===== config.mk =====
export PLATFORM = sky130hd
export DESIGN_NAME = mfcn_tapgen
export DESIGN_NICKNAME = d
export VERILOG_FILES = /design/src/rtl/mfcn_pkg.sv /design/src/rtl/mfcn_tapgen.sv
export SDC_FILE = /design/constraint.sdc
export NUM_CORES = 2
export LEC_CHECK = 0
export BUFFER_PORTS_ARGS = -buffer_cell sky130_fd_sc_hd__buf_2
export CAP_MARGIN = 40
export CORE_ASPECT_RATIO = 1.75
export CORE_UTILIZATION = 30
export CTS_CLUSTER_SIZE = 20
export DETAILED_ROUTE_END_ITERATION = 10
export SETUP_SLACK_MARGIN = 0.05
export SYNTH_ARGS = -nofsm -noshare
export SYNTH_HDL_FRONTEND = slang
export SYNTH_SLANG_ARGS = --single-unit

===== constraint.sdc =====
create_clock -name clk -period 5.7 [get_ports clk]
set_clock_uncertainty 0.05 [all_clocks]
set_input_delay 0.855 -clock clk [delete_from_list [all_inputs] [get_ports clk]]
set_output_delay 0.855 -clock clk [all_outputs]
set_load 0.005 [all_outputs]

===== src/rtl/mfcn_pkg.sv =====
// Package for the stereo multitap feedback comb: sizes, register codes,
// reciprocal table for division by the tap number, and shared structs.
// No dependencies; RTL files use scoped names, the testbench imports it.
`default_nettype none

package mfcn_pkg;

	// Delay memory and tap sizing (depth is a power of two)
	localparam int STORE_DEPTH = 65536;
	localparam int ADDR_W      = $clog2(STORE_DEPTH);
	localparam int TAP_COUNT   = 15;
	localparam int TAP_W       = $clog2(TAP_COUNT + 1);

	// Field widths
	localparam int SAMPLE_W   = 16;
	localparam int PERIOD_W   = 16;
	localparam int GAIN_W     = 16;
	localparam int CFG_IDX_W  = 2;
	localparam int CFG_DATA_W = 16;

	// Configuration register indexes
	localparam logic [CFG_IDX_W-1:0] CFG_LEFT_PERIOD   = 2'd0;
	localparam logic [CFG_IDX_W-1:0] CFG_RIGHT_PERIOD  = 2'd1;
	localparam logic [CFG_IDX_W-1:0] CFG_HARMONIC_GAIN = 2'd2;
	localparam logic [CFG_IDX_W-1:0] CFG_OUTPUT_GAIN   = 2'd3;

	// Register values after reset
	localparam logic [PERIOD_W-1:0]      RST_LEFT_PERIOD   = 16'd100;
	localparam logic [PERIOD_W-1:0]      RST_RIGHT_PERIOD  = 16'd100;
	localparam logic signed [GAIN_W-1:0] RST_HARMONIC_GAIN = 16'sd4096;
	localparam logic signed [GAIN_W-1:0] RST_OUTPUT_GAIN   = 16'sd4096;

	// Reciprocals ceil(2^36 / t) for t = 1..64: floor(n / t) equals
	// (n * RCP_TABLE[t-1]) >> 36 for every n up to 2^30.
	localparam int RCP_SHIFT   = 36;
	localparam int RCP_W       = RCP_SHIFT + 1;
	localparam int RCP_LO_W    = 19;
	localparam int RCP_HI_W    = RCP_W - RCP_LO_W;
	localparam int RCP_ENTRIES = 64;
	localparam int RCP_IDX_W   = $clog2(RCP_ENTRIES);

	localparam logic [RCP_W-1:0] RCP_NUM = RCP_W'((64'd1 << RCP_SHIFT) - 64'd1);

	localparam logic [RCP_W-1:0] RCP_TABLE [RCP_ENTRIES] = '{
		RCP_NUM / 1 + 1,  RCP_NUM / 2 + 1,  RCP_NUM / 3 + 1,  RCP_NUM / 4 + 1,
		RCP_NUM / 5 + 1,  RCP_NUM / 6 + 1,  RCP_NUM / 7 + 1,  RCP_NUM / 8 + 1,
		RCP_NUM / 9 + 1,  RCP_NUM / 10 + 1, RCP_NUM / 11 + 1, RCP_NUM / 12 + 1,
		RCP_NUM / 13 + 1, RCP_NUM / 14 + 1, RCP_NUM / 15 + 1, RCP_NUM / 16 + 1,
		RCP_NUM / 17 + 1, RCP_NUM / 18 + 1, RCP_NUM / 19 + 1, RCP_NUM / 20 + 1,
		RCP_NUM / 21 + 1, RCP_NUM / 22 + 1, RCP_NUM / 23 + 1, RCP_NUM / 24 + 1,
		RCP_NUM / 25 + 1, RCP_NUM / 26 + 1, RCP_NUM / 27 + 1, RCP_NUM / 28 + 1,
		RCP_NUM / 29 + 1, RCP_NUM / 30 + 1, RCP_NUM / 31 + 1, RCP_NUM / 32 + 1,
		RCP_NUM / 33 + 1, RCP_NUM / 34 + 1, RCP_NUM / 35 + 1, RCP_NUM / 36 + 1,
		RCP_NUM / 37 + 1, RCP_NUM / 38 + 1, RCP_NUM / 39 + 1, RCP_NUM / 40 + 1,
		RCP_NUM / 41 + 1, RCP_NUM / 42 + 1, RCP_NUM / 43 + 1, RCP_NUM / 44 + 1,
		RCP_NUM / 45 + 1, RCP_NUM / 46 + 1, RCP_NUM / 47 + 1, RCP_NUM / 48 + 1,
		RCP_NUM / 49 + 1, RCP_NUM / 50 + 1, RCP_NUM / 51 + 1, RCP_NUM / 52 + 1,
		RCP_NUM / 53 + 1, RCP_NUM / 54 + 1, RCP_NUM / 55 + 1, RCP_NUM / 56 + 1,
		RCP_NUM / 57 + 1, RCP_NUM / 58 + 1, RCP_NUM / 59 + 1, RCP_NUM / 60 + 1,
		RCP_NUM / 61 + 1, RCP_NUM / 62 + 1, RCP_NUM / 63 + 1, RCP_NUM / 64 + 1
	};

	// Control from the sequencer to the datapath
	typedef struct packed {
		logic              load;     // excitation beat taken, preload accumulators
		logic              issue;    // start one tap read
		logic              scale;    // multiply sums by output gain
		logic              round;    // round and saturate
		logic              fbmul;    // multiply by feedback gain
		logic              commit;   // write feedback, advance, present result
		logic [TAP_W-1:0]  tap;      // tap number being issued
		logic [ADDR_W-1:0] wp;       // write position
		logic              wrapped;  // every entry written at least once
	} ctl_t;

	// Status into the sequencer
	typedef struct packed {
		logic in_valid;
		logic out_free;
		logic pipe_idle;
	} seq_stat_t;

	// One tap read request per channel
	typedef struct packed {
		logic              v;
		logic [ADDR_W-1:0] addr;
		logic              hit;      // entry was written since reset
		logic [TAP_W-1:0]  t;
	} tap_t;

endpackage

`default_nettype wire


===== src/rtl/mfcn_tapgen.sv =====
// Tap address generator: per tap, left offset t*left_period and right offset
// t*floor(right_period/t), turned into memory addresses behind the write
// position. Depends on mfcn_pkg (reciprocal table, tap_t, ctl_t).
`default_nettype none

module mfcn_tapgen (
	input  wire logic                           clk,
	input  wire logic                           arst_n,
	input  wire mfcn_pkg::ctl_t                 ctl,
	input  wire logic [mfcn_pkg::PERIOD_W-1:0]  left_period,
	input  wire logic [mfcn_pkg::PERIOD_W-1:0]  right_period,
	output mfcn_pkg::tap_t                      tap_l,
	output mfcn_pkg::tap_t                      tap_r,
	output logic                                busy
);

	localparam int RLO_W  = mfcn_pkg::PERIOD_W + mfcn_pkg::RCP_LO_W;
	localparam int RHI_W  = mfcn_pkg::PERIOD_W + mfcn_pkg::RCP_HI_W;
	localparam int RSUM_W = mfcn_pkg::PERIOD_W + mfcn_pkg::RCP_W;
	localparam int OFFX_W = mfcn_pkg::ADDR_W + mfcn_pkg::PERIOD_W + mfcn_pkg::TAP_W;

	logic [mfcn_pkg::RCP_W-1:0]     rcp;
	logic                           v_s1, v_s2, v_s3, v_s4;
	logic [mfcn_pkg::TAP_W-1:0]     t_s1, t_s2, t_s3, t_s4;
	logic [RLO_W-1:0]               rlo_s1;
	logic [RHI_W-1:0]               rhi_s1;
	logic [RSUM_W-1:0]              rsum;
	logic [mfcn_pkg::PERIOD_W-1:0]  q_s2;
	logic [OFFX_W-1:0]              offl_full, offr_full;
	logic [mfcn_pkg::ADDR_W-1:0]    offl_s3, offr_s3;
	logic [mfcn_pkg::ADDR_W-1:0]    addr_l, addr_r;
	logic [mfcn_pkg::ADDR_W-1:0]    addr_l_s4, addr_r_s4;
	logic                           hit_l_s4, hit_r_s4;

	assign rcp = mfcn_pkg::RCP_TABLE[mfcn_pkg::RCP_IDX_W'(ctl.tap - mfcn_pkg::TAP_W'(1))];

	// Stage valid bits
	always_ff @(posedge clk or negedge arst_n) begin
		if (!arst_n) begin
			v_s1 <= 1'b0;
			v_s2 <= 1'b0;
			v_s3 <= 1'b0;
			v_s4 <= 1'b0;
		end else begin
			v_s1 <= ctl.issue;
			v_s2 <= v_s1;
			v_s3 <= v_s2;
			v_s4 <= v_s3;
		end
	end

	// Stage 1: right period times reciprocal, split in two partial products
	always_ff @(posedge clk) begin
		t_s1   <= ctl.tap;
		rlo_s1 <= RLO_W'(right_period) * RLO_W'(rcp[mfcn_pkg::RCP_LO_W-1:0]);
		rhi_s1 <= RHI_W'(right_period) * RHI_W'(rcp[mfcn_pkg::RCP_W-1:mfcn_pkg::RCP_LO_W]);
	end

	// Stage 2: combine partials, keep floor(right_period / t)
	assign rsum = (RSUM_W'(rhi_s1) << mfcn_pkg::RCP_LO_W) + RSUM_W'(rlo_s1);

	always_ff @(posedge clk) begin
		t_s2 <= t_s1;
		q_s2 <= rsum[mfcn_pkg::RCP_SHIFT +: mfcn_pkg::PERIOD_W];
	end

	// Stage 3: offsets modulo the memory depth
	assign offl_full = OFFX_W'(t_s2) * OFFX_W'(left_period);
	assign offr_full = OFFX_W'(t_s2) * OFFX_W'(q_s2);

	always_ff @(posedge clk) begin
		t_s3    <= t_s2;
		offl_s3 <= offl_full[mfcn_pkg::ADDR_W-1:0];
		offr_s3 <= offr_full[mfcn_pkg::ADDR_W-1:0];
	end

	// Stage 4: addresses behind the write position, flag entries never written
	assign addr_l = ctl.wp - offl_s3;
	assign addr_r = ctl.wp - offr_s3;

	always_ff @(posedge clk) begin
		addr_l_s4 <= addr_l;
		hit_l_s4  <= ctl.wrapped | (addr_l < ctl.wp);
		addr_r_s4 <= addr_r;
		hit_r_s4  <= ctl.wrapped | (addr_r < ctl.wp);
		t_s4      <= t_s3;
	end

	// Present the read requests
	always_comb begin
		tap_l.v    = v_s4;
		tap_l.addr = addr_l_s4;
		tap_l.hit  = hit_l_s4;
		tap_l.t    = t_s4;
		tap_r.v    = v_s4;
		tap_r.addr = addr_r_s4;
		tap_r.hit  = hit_r_s4;
		tap_r.t    = t_s4;
	end

	assign busy = v_s1 | v_s2 | v_s3 | v_s4;

endmodule

`default_nettype wire


==> results.cfg <==
[grt]
grt_pass1_wl_mm = 143
grt_use_total_pct = 19.2
use_met2_pct = 38.6
gr-max-usage-layer = met2
first_global_vias = 27000
grt_max_degree = 34
grt_antenna_before_repair = 1
met1_usage_pct = 17.4
grt-ovfl-total = 0
grtUsageMet3_pct = 2.16

[yosys]
ys_ff_latch = 151
synth_top_area_share_pct = 35.1
synth.distinct_cells = 84
synth_area_leaders = fa_1 (35%), ha_1 (14%), dfxtp_1 (10%)
avgSynthCellArea_sq_um = 8.74
ys_seq_area_share_pct = 10.5
yosys_warnings = 0
synth_top_family_by_area = adder cells
synthSimpleGateAreaFrac_pct = 17.3
synth_compound_area_share_pct = 7.87
async_reset_ff_share_pct = 2.65
synthMuxAreaShare_pct = 0.142
syn-num-nets = 4217
synth_edf_count = 0
synth_area_sq_mm = 0.0290
synth_area_leader_cell = fa_1
synth_adder_area_share_pct = 49.4
synthXorXnorAreaFrac_pct = 3.81
synth-main-ff-cell = dfxtp_1
netlist_instances = 3316

[setup_path]
crit_type = input pin to flip-flop
worstSetupStartpointType = input pin
critPathCaptureType = flip-flop
crit_path_frequent_cell = fa_1
rr_endpoint = offl_s3[15]
ff2ff_path_depth = 14
slowest_delay_ps = 590
reg2reg_slack_ps = 1280
worstPathArrival_ps = 7800
slowest_stage = or4_4
timing.critical_path.buf_inv = 12
worstPathRequired_ps = 6040
crit_family = adder cells
crit_fanout = 5
worstReg2RegStart = t_s2[1]

[floorplanning]
dieWidth_microns = 237
ioPinCount = 106
num_rows = 150
die_y_microns = 413
core_sq_mm = 0.0955
initial_core_util_pct = 30.3
fp.dieArea_sq_mm = 0.0979

[flow_run]
maxCapViolCount = 0

[clock_network]
cts-buffers-inserted = 17
cts-htree-levels = 4
clk_pin_slew_worst_paths_ps = 70
cts_max_path_buffers = 2
clk_latency_ps = 460
clockRootBuffer = clkbuf_16
cts_tree = yes
cts_sinks = 151

[routing]
vias = 24200
first_pass_iters = 5
detail_route.iter0.violations = 835
drc = 0
wl_mm = 91.2
via_per_inst = 4.79
wire_per_inst_microns = 18.0
drtAntennaViolNets = 0

[layout]
layout-drive-gt1-share_pct = 25.6
finish.instance_area_sq_mm = 0.0374
final_cell_mix = inv_1 (631), fa_1 (485), nand2_1 (459)
layout_commonest_cell = inv_1
syn_to_final_growth_pct = 29.1
finalNetCount = 4730

[place]
gp_congestion = 0.961
portBuffers = 100
dpl-instance-area_sq_mm = 0.0345
place_ws_ps = -2650
dp_hpwl_mm = 77.2

[timing]
rsz0062_at_grt = true
post-route-period-util_pct = 131
fmax_mhz = 134
maxSlewHeadroom_pct = 38.1
tns_ps = -59490
tightest_slew_ps = 905
hold_viol = 0
drv_slew = 0
fin_ws_ps = -1760
finalSetupViolCount = 43
layout_min_cycle_time_ps = 7460

[status]
outcome = finished, violations left
violations = negative setup slack

[min_path]
min_path_type = input pin to asynchronous set/reset pin
## worst register-to-register path, stage by stage, from the launching register on
cell and delay (ps):
dfxtp_1 900, nand2_1 180, fa_1 530, fa_1 490, inv_1 60, ha_1 260
a21o_1 150, a21oi_1 240, nor2b_1 80, o21a_1 210, o311a_1 350, nor3_1 350
o31ai_1 130, a21oi_1 210, xnor2_1 150
## sequential cells by signal, summed over array words and instances (netlist names)
register,cells
v_s2,1
addr_r_s4,16
hit_r_s4,1
q_s2,16
t_s4,4
v_s1,1
offr_s3,16
hit_l_s4,1
addr_l_s4,16
rlo_s1,16
v_s3,1
v_s4,1
rhi_s1,33
t_s3,4
t_s1,4
offl_s3,16
t_s2,4
## through the flow
stage	utilization (%)	cells	hold WS, ps
2_1_floorplan	-	3316	260
3_5_place_dp	36.1	4932	268
5_1_grt	39.2	5058	139
3_3_place_gp	36.1	4931	267
6_report	39.2	5059	150
4_1_cts	38.1	5026	121
## routing by layer
metal | vias to the layer above | wire, microns
met5 | - | 0
met3 | 285 | 2740
met4 | 0 | 7050
li1 | 11200 | -
met1 | 12200 | 30300
met2 | 560 | 51100
## repair_timing
item                                   CTS  global route
gates cloned                             1             1
setup endpoints to repair               43            43
hold buffers                             0             0
buffers inserted                        64            33
resized for setup                      216           170
pin swaps                              118           141
endpoints found under the hold margin    0             0
## cell families after synthesis
group,count (synthesis)
fa+ha+maj,840
buf+inv,814
xor+xnor,126
simple gates,1040
mux,4
compound gates,341
flops,151
## cells in the mapped netlist, types with 43 or more instances
cell        n
a21oi_1    99
and2_1    267
clkbuf_1   80
dfxtp_1   147
fa_1      508
ha_1      332
inv_1     673
nand2_1   494
nand3_1    43
nor2_1     89
o21ai_0    54
xnor2_1    99
## area by class of cell
type                            count  area [sq um]
Inverter                          674          2550
Timing Repair Buffer              634          5400
Fill cell                        9414         58100
Sequential cell                   151          3040
Clock inverter                     15           160
Clock buffer                       17           425
Antenna cell                        1          2.50
Tap cell                         1216          1520
Multi-Input combinational cell   2351         24300
## how the worst max path moves through the flow
stage / slack [ps] / endpoint / from / cells after the start
2_1_floorplan: -1860 / rlo_s1[25] / ctl[17] / 32
3_3_place_gp: -2650 / rhi_s1[28] / ctl[17] / 34
3_5_place_dp: -2650 / rhi_s1[28] / ctl[17] / 34
4_1_cts: -1650 / rlo_s1[34] / ctl[17] / 33
5_1_grt: -2000 / rlo_s1[34] / ctl[17] / 33
6_report: -1760 / rhi_s1[28] / ctl[17] / 34
Power is left out: the tool's default activity adds up to more than one toggle a clock period on the data nets, which glitch-free logic cannot reach.
