## config.mk

```make
export PLATFORM = sky130hd
export DESIGN_NAME = mfcn_seq
export DESIGN_NICKNAME = d
export VERILOG_FILES = /design/src/rtl/mfcn_pkg.sv /design/src/rtl/mfcn_seq.sv
export SDC_FILE = /design/constraint.sdc
export NUM_CORES = 1
export LEC_CHECK = 0
export BUFFER_PORTS_ARGS = -buffer_cell sky130_fd_sc_hd__buf_4
export CAP_MARGIN = 10
export CORE_MARGIN = 5
export CORE_UTILIZATION = 57
export CTS_CLUSTER_DIAMETER = 80
export DETAILED_ROUTE_END_ITERATION = 10
export PLACE_DENSITY = 0.92
export SLEW_MARGIN = 20
export SYNTH_ARGS = -nofsm -noshare
export SYNTH_HDL_FRONTEND = slang
export SYNTH_SLANG_ARGS = --single-unit
```

## constraint.sdc

```tcl
create_clock -name clk -period 3.5 [get_ports clk]
set_input_delay 0.525 -clock clk [delete_from_list [all_inputs] [get_ports clk]]
set_output_delay 0.525 -clock clk [all_outputs]
set_load 0.01 [all_outputs]
```

## src/rtl/mfcn_pkg.sv

```systemverilog
// Package for the stereo multitap feedback comb: sizes, register codes,
// reciprocal table for division by the tap number, and shared structs.
// No dependencies; RTL files use scoped names, the testbench imports it.
`default_nettype none

package mfcn_pkg;

	// Delay memory and tap sizing (depth is a power of two)
	localparam int STORE_DEPTH = 65536;
	localparam int ADDR_W      = $clog2(STORE_DEPTH);
	localparam int TAP_COUNT   = 15;
	localparam int TAP_W       = $clog2(TAP_COUNT + 1);

	// Field widths
	localparam int SAMPLE_W   = 16;
	localparam int PERIOD_W   = 16;
	localparam int GAIN_W     = 16;
	localparam int CFG_IDX_W  = 2;
	localparam int CFG_DATA_W = 16;

	// Configuration register indexes
	localparam logic [CFG_IDX_W-1:0] CFG_LEFT_PERIOD   = 2'd0;
	localparam logic [CFG_IDX_W-1:0] CFG_RIGHT_PERIOD  = 2'd1;
	localparam logic [CFG_IDX_W-1:0] CFG_HARMONIC_GAIN = 2'd2;
	localparam logic [CFG_IDX_W-1:0] CFG_OUTPUT_GAIN   = 2'd3;

	// Register values after reset
	localparam logic [PERIOD_W-1:0]      RST_LEFT_PERIOD   = 16'd100;
	localparam logic [PERIOD_W-1:0]      RST_RIGHT_PERIOD  = 16'd100;
	localparam logic signed [GAIN_W-1:0] RST_HARMONIC_GAIN = 16'sd4096;
	localparam logic signed [GAIN_W-1:0] RST_OUTPUT_GAIN   = 16'sd4096;

	// Reciprocals ceil(2^36 / t) for t = 1..64: floor(n / t) equals
	// (n * RCP_TABLE[t-1]) >> 36 for every n up to 2^30.
	localparam int RCP_SHIFT   = 36;
	localparam int RCP_W       = RCP_SHIFT + 1;
	localparam int RCP_LO_W    = 19;
	localparam int RCP_HI_W    = RCP_W - RCP_LO_W;
	localparam int RCP_ENTRIES = 64;
	localparam int RCP_IDX_W   = $clog2(RCP_ENTRIES);

	localparam logic [RCP_W-1:0] RCP_NUM = RCP_W'((64'd1 << RCP_SHIFT) - 64'd1);

	localparam logic [RCP_W-1:0] RCP_TABLE [RCP_ENTRIES] = '{
		RCP_NUM / 1 + 1,  RCP_NUM / 2 + 1,  RCP_NUM / 3 + 1,  RCP_NUM / 4 + 1,
		RCP_NUM / 5 + 1,  RCP_NUM / 6 + 1,  RCP_NUM / 7 + 1,  RCP_NUM / 8 + 1,
		RCP_NUM / 9 + 1,  RCP_NUM / 10 + 1, RCP_NUM / 11 + 1, RCP_NUM / 12 + 1,
		RCP_NUM / 13 + 1, RCP_NUM / 14 + 1, RCP_NUM / 15 + 1, RCP_NUM / 16 + 1,
		RCP_NUM / 17 + 1, RCP_NUM / 18 + 1, RCP_NUM / 19 + 1, RCP_NUM / 20 + 1,
		RCP_NUM / 21 + 1, RCP_NUM / 22 + 1, RCP_NUM / 23 + 1, RCP_NUM / 24 + 1,
		RCP_NUM / 25 + 1, RCP_NUM / 26 + 1, RCP_NUM / 27 + 1, RCP_NUM / 28 + 1,
		RCP_NUM / 29 + 1, RCP_NUM / 30 + 1, RCP_NUM / 31 + 1, RCP_NUM / 32 + 1,
		RCP_NUM / 33 + 1, RCP_NUM / 34 + 1, RCP_NUM / 35 + 1, RCP_NUM / 36 + 1,
		RCP_NUM / 37 + 1, RCP_NUM / 38 + 1, RCP_NUM / 39 + 1, RCP_NUM / 40 + 1,
		RCP_NUM / 41 + 1, RCP_NUM / 42 + 1, RCP_NUM / 43 + 1, RCP_NUM / 44 + 1,
		RCP_NUM / 45 + 1, RCP_NUM / 46 + 1, RCP_NUM / 47 + 1, RCP_NUM / 48 + 1,
		RCP_NUM / 49 + 1, RCP_NUM / 50 + 1, RCP_NUM / 51 + 1, RCP_NUM / 52 + 1,
		RCP_NUM / 53 + 1, RCP_NUM / 54 + 1, RCP_NUM / 55 + 1, RCP_NUM / 56 + 1,
		RCP_NUM / 57 + 1, RCP_NUM / 58 + 1, RCP_NUM / 59 + 1, RCP_NUM / 60 + 1,
		RCP_NUM / 61 + 1, RCP_NUM / 62 + 1, RCP_NUM / 63 + 1, RCP_NUM / 64 + 1
	};

	// Control from the sequencer to the datapath
	typedef struct packed {
		logic              load;     // excitation beat taken, preload accumulators
		logic              issue;    // start one tap read
		logic              scale;    // multiply sums by output gain
		logic              round;    // round and saturate
		logic              fbmul;    // multiply by feedback gain
		logic              commit;   // write feedback, advance, present result
		logic [TAP_W-1:0]  tap;      // tap number being issued
		logic [ADDR_W-1:0] wp;       // write position
		logic              wrapped;  // every entry written at least once
	} ctl_t;

	// Status into the sequencer
	typedef struct packed {
		logic in_valid;
		logic out_free;
		logic pipe_idle;
	} seq_stat_t;

	// One tap read request per channel
	typedef struct packed {
		logic              v;
		logic [ADDR_W-1:0] addr;
		logic              hit;      // entry was written since reset
		logic [TAP_W-1:0]  t;
	} tap_t;

endpackage

`default_nettype wire

```

## src/rtl/mfcn_seq.sv

```systemverilog
// Microcoded sequencer: control ROM, step counter, tap counter, write position.
// Depends on mfcn_pkg (ctl_t, seq_stat_t, sizes).
`default_nettype none

module mfcn_seq (
	input  wire logic                clk,
	input  wire logic                arst_n,
	input  wire mfcn_pkg::seq_stat_t stat,
	output logic                     in_ready,
	output mfcn_pkg::ctl_t           ctl
);

	typedef logic [2:0] step_t;

	typedef enum logic [2:0] {
		COND_ALWAYS,
		COND_IN_VALID,
		COND_LAST_TAP,
		COND_PIPE_IDLE,
		COND_OUT_FREE
	} cond_t;

	// On a true condition go to jmp, otherwise stay on the same step
	typedef struct packed {
		logic  in_rdy;
		logic  issue;
		logic  scale;
		logic  round;
		logic  fbmul;
		logic  commit;
		cond_t cond;
		step_t jmp;
	} ucode_t;

	localparam int    UC_DEPTH    = 8;
	localparam step_t ST_WAIT_IN  = 3'd0;
	localparam step_t ST_TAP      = 3'd1;
	localparam step_t ST_DRAIN    = 3'd2;
	localparam step_t ST_SCALE    = 3'd3;
	localparam step_t ST_ROUND    = 3'd4;
	localparam step_t ST_FBMUL    = 3'd5;
	localparam step_t ST_COMMIT   = 3'd6;
	localparam step_t ST_SPARE    = 3'd7;

	localparam ucode_t UCODE [UC_DEPTH] = '{
		'{in_rdy: 1'b1, issue: 1'b0, scale: 1'b0, round: 1'b0, fbmul: 1'b0,
			commit: 1'b0, cond: COND_IN_VALID, jmp: ST_TAP},
		'{in_rdy: 1'b0, issue: 1'b1, scale: 1'b0, round: 1'b0, fbmul: 1'b0,
			commit: 1'b0, cond: COND_LAST_TAP, jmp: ST_DRAIN},
		'{in_rdy: 1'b0, issue: 1'b0, scale: 1'b0, round: 1'b0, fbmul: 1'b0,
			commit: 1'b0, cond: COND_PIPE_IDLE, jmp: ST_SCALE},
		'{in_rdy: 1'b0, issue: 1'b0, scale: 1'b1, round: 1'b0, fbmul: 1'b0,
			commit: 1'b0, cond: COND_ALWAYS, jmp: ST_ROUND},
		'{in_rdy: 1'b0, issue: 1'b0, scale: 1'b0, round: 1'b1, fbmul: 1'b0,
			commit: 1'b0, cond: COND_ALWAYS, jmp: ST_FBMUL},
		'{in_rdy: 1'b0, issue: 1'b0, scale: 1'b0, round: 1'b0, fbmul: 1'b1,
			commit: 1'b0, cond: COND_ALWAYS, jmp: ST_COMMIT},
		'{in_rdy: 1'b0, issue: 1'b0, scale: 1'b0, round: 1'b0, fbmul: 1'b0,
			commit: 1'b1, cond: COND_OUT_FREE, jmp: ST_WAIT_IN},
		'{in_rdy: 1'b0, issue: 1'b0, scale: 1'b0, round: 1'b0, fbmul: 1'b0,
			commit: 1'b0, cond: COND_ALWAYS, jmp: ST_WAIT_IN}
	};

	step_t                           step_q;
	ucode_t                          word;
	logic                            cond_ok;
	logic                            accept;
	logic [mfcn_pkg::TAP_W-1:0]      tap_q;
	logic [mfcn_pkg::ADDR_W-1:0]     wp_q;
	logic                            wrapped_q;

	assign word = UCODE[step_q];

	// Evaluate the branch condition of the current word
	always_comb begin
		unique case (word.cond)
			COND_ALWAYS:    cond_ok = 1'b1;
			COND_IN_VALID:  cond_ok = stat.in_valid;
			COND_LAST_TAP:  cond_ok = (tap_q == mfcn_pkg::TAP_W'(mfcn_pkg::TAP_COUNT));
			COND_PIPE_IDLE: cond_ok = stat.pipe_idle;
			COND_OUT_FREE:  cond_ok = stat.out_free;
			default:        cond_ok = 1'b0;
		endcase
	end

	assign in_ready = word.in_rdy;
	assign accept   = word.in_rdy & stat.in_valid;

	// Drive the datapath
	always_comb begin
		ctl.load    = accept;
		ctl.issue   = word.issue;
		ctl.scale   = word.scale;
		ctl.round   = word.round;
		ctl.fbmul   = word.fbmul;
		ctl.commit  = word.commit & cond_ok;
		ctl.tap     = tap_q;
		ctl.wp      = wp_q;
		ctl.wrapped = wrapped_q;
	end

	// Advance or hold the step counter
	always_ff @(posedge clk or negedge arst_n) begin
		if (!arst_n) begin
			step_q <= ST_WAIT_IN;
		end else if (cond_ok) begin
			step_q <= word.jmp;
		end
	end

	// Count taps: restart at one per beat, advance per issue
	always_ff @(posedge clk or negedge arst_n) begin
		if (!arst_n) begin
			tap_q <= '0;
		end else if (accept) begin
			tap_q <= mfcn_pkg::TAP_W'(1);
		end else if (word.issue) begin
			tap_q <= tap_q + mfcn_pkg::TAP_W'(1);
		end
	end

	// Advance the write position after each committed sample
	always_ff @(posedge clk or negedge arst_n) begin
		if (!arst_n) begin
			wp_q      <= '0;
			wrapped_q <= 1'b0;
		end else if (ctl.commit) begin
			if (wp_q == mfcn_pkg::ADDR_W'(mfcn_pkg::STORE_DEPTH - 1)) begin
				wp_q      <= '0;
				wrapped_q <= 1'b1;
			end else begin
				wp_q <= wp_q + mfcn_pkg::ADDR_W'(1);
			end
		end
	end

endmodule

`default_nettype wire

```

==> qor.yml <==
critical_path:
  reg2reg_depth: 7
  crit_fanout: 11
  crit_path_cell_trace: "inv_1 -> ha_1 -> nand2_1 -> or2_2 -> inv_1 -> buf_4"
  cp_slowest_stage_delay_ps: 520
  start_kind: "register"
  cp-end-kind: "output port"
  cpMostUsedCell: "inv_1"
  worstPathArrival_ps: 2050
  startpoint: "step_q[0]"
  worstReg2RegStart: "step_q[0]"
  critPathSlowestCell: "dfrtp_1"
  cp.required_ps: 2970
  r2r_setup_slack_ps: 1450
  worstReg2RegEnd: "wp_q[11]"
  critPathKind: "register to output port"
synth:
  synth_cells: 148
  synth_seq_cells: 24
  synth_seq_area_share_pct: 42.4
  muxShareOfSynthArea_pct: 2.21
  synth_fa_ha_area_share_pct: 5.30
  synth_top_family_by_area: "simple AND/OR/NAND/NOR gates"
  syn_area_per_cell_um2: 9.57
  synth_flop_cell: "dfrtp_1"
  yosys_warnings: 0
  synth_edf_count: 0
  async_reset_ff_share_pct: 100
  synthXorXnorAreaFrac_pct: 6.18
  syn_area_um2: 1420
  mappedNetlistNets: 159
  synth_compound_area_share_pct: 12.8
  yosysUniqueCellTypes: 37
  synth_simple_gate_area_share_pct: 24.6
outcome:
  status: "complete, no violations"
pwr:
  vdd.ir_drop.worst_mv: 0.621
  leakagePower_uw: 0.000772
  pwr_density_cell_nw_per_um2: 643
die:
  die_w_um: 59.9
  dieHeight_um: 59.9
  core_area_um2: 2430
  start_util_pct: 58.2
  num_io_pins: 33
  dieArea_um2: 3580
  fp-row-count: 18
global_route:
  grt_remaining_overflow: 0
  grt_max_degree: 25
  antenna_found_initial: 0
  grt_pass1_vias: 1203
  grt_first_pass_wirelength_um: 5400
  grt.total_usage_pct: 20.0
sta:
  period_share_pct: 73.6
  tns_ps: 0
  slew_violations: 0
  hold_viol_final: 0
  worst_slew_pin_slew_ps: 678
  rsz0062_at_grt: "false"
  clock_skew_ps: 7.90
  hold_ws_ps: 56.8
  period_minus_slack_ps: 2580
  max-slew-margin-rel_pct: 54.4
  finalSetupViolCount: 0
  max_freq_mhz: 388
detailed_routing:
  vias: 1192
  vias_per_cell: 5.90
  routedWlPerCell_um: 15.9
  firstDrtPassIters: 4
  drt_iter0_markers: 58
  final_antenna_net_count: 0
  drt-total-wl_um: 3210
  drc_errors: 0
final_layout:
  drive_above_1_share_pct: 25.0
  multi_input_area_um2: 724
  seq_area_um2: 601
  nets: 184
  final_cell_mix: "32 x buf_4, 24 x dfrtp_1, 13 x nand2_1, 11 x nor2_1, 8 x nand3_1"
  layout.cells.most_common: "buf_4"
  nFillCells: 201
  areaGrowthSynthToFinish_pct: 18.5
  diodes: 0
  utilization_pct: 69.0
placement:
  dpl.hpwl_um: 2450
  routabilityCongestion: 0.871
  io_buffers: 32
clock_tree:
  cts_hold_buf: 0
  root_buffer: "clkbuf_4"
  cts_sinks: 24
  clkLatencyLatePin_ps: 340
  htreeDepth: 1
  cts_made_buffers: 3
  post-cts-setup-buffers: 0
  cts.clk_slew.worst_paths_ps: 140
  post_cts_resized: 0
  cts_tree: "yes"
  cts_buffer_depth: 2
worst_hold_path:
  hp-class: "input pin to asynchronous set/reset pin"
flow_run:
  max-cap-violations: 0
layer usage:
| metal | global-route usage, % | part of all wire [%] | vias to the layer above | wire, µm |
|---|---|---|---|---|
| met5 | 0 | 0 | - | 0 |
| met4 | 8.86 | 2.2 | 0 | 72 |
| met3 | 2.38 | 5.3 | 6 | 169 |
| met2 | 34.6 | 50 | 47 | 1610 |
| met1 | 24.8 | 42 | 577 | 1360 |
| li1 | - | - | 562 | - |
registers in the layout (all words and copies together), names as in the netlist:
signal / flops
wrapped_q: 1
wp_q: 16
tap_q: 4
step_q: 3
cell usage after synthesis (4+ instances only):
| library cell | count | area [µm²] |
|---|---|---|
| a21oi_1 | 4 | 20.0 |
| a22o_1 | 5 | 43.8 |
| buf_4 | 6 | 45.0 |
| clkbuf_1 | 5 | 18.8 |
| dfrtp_1 | 24 | 601 |
| ha_1 | 6 | 75.1 |
| inv_1 | 6 | 22.5 |
| nand2_1 | 13 | 48.8 |
| nand3_1 | 8 | 40.0 |
| nor2_1 | 11 | 41.3 |
| nor3_1 | 6 | 30.0 |
| o21ai_0 | 7 | 35.0 |
| xnor2_1 | 6 | 52.6 |
| xor2_1 | 4 | 35.0 |
critical path, delay by kind of cell, from the launching register on:
family / cells / cell delay [ps]
AND/OR/NAND/NOR: 2 / 480
buffers and inverters: 3 / 520
flip-flops: 1 / 520
adder cells (fa/ha/maj): 1 / 200
how the worst max path moves through the flow:
stage | slack [ps] | end
after global placement | 1410 | ctl[21]
after global routing | 770 | ctl[21]
after detailed placement | 1320 | ctl[21]
after CTS | 930 | ctl[21]
after floorplan | 1470 | ctl[21]
final | 920 | ctl[21]
kinds of logic (layout without fill, tap and decap cells):
| kind of cell | count (synthesis) | after routing |
|---|---|---|
| AOI/OAI and AO/OA | 26 | 26 |
| buffers and inverters | 18 | 42 |
| adders and majority gates | 6 | 6 |
| muxes | 3 | 3 |
| xor gates and xnor gates | 10 | 10 |
| DFF | 24 | 24 |
| and+or+nand+nor | 61 | 61 |
through the flow:
step | instances | setup WS (ps) | power, µW | instance area [µm²]
floorplan | 148 | 1470 | 724 | 1420
global placement | 198 | 1410 | 840 | 1630
detailed placement | 198 | 1320 | 870 | 1630
CTS | 202 | 932 | 1080 | 1680
global route | 202 | 767 | 1150 | 1680
finish | 202 | 925 | 1080 | 1680
report_power, final:
part	internal, µW	switching, µW
registers	331	82.9
logic	222	236
clock network	116	90.6
cell type report:
| class | count | area share [%] |
|---|---|---|
| multi-input cells | 106 | 43.2 |
| clock inverters | 1 | 1.79 |
| clock buffers | 3 | 1.34 |
| repair buffers | 32 | 14.3 |
| flip-flops and latches | 24 | 35.8 |
| inverters | 6 | 1.34 |
| well taps | 30 | 2.24 |
Note: power is estimated with default switching activity, not from simulation.
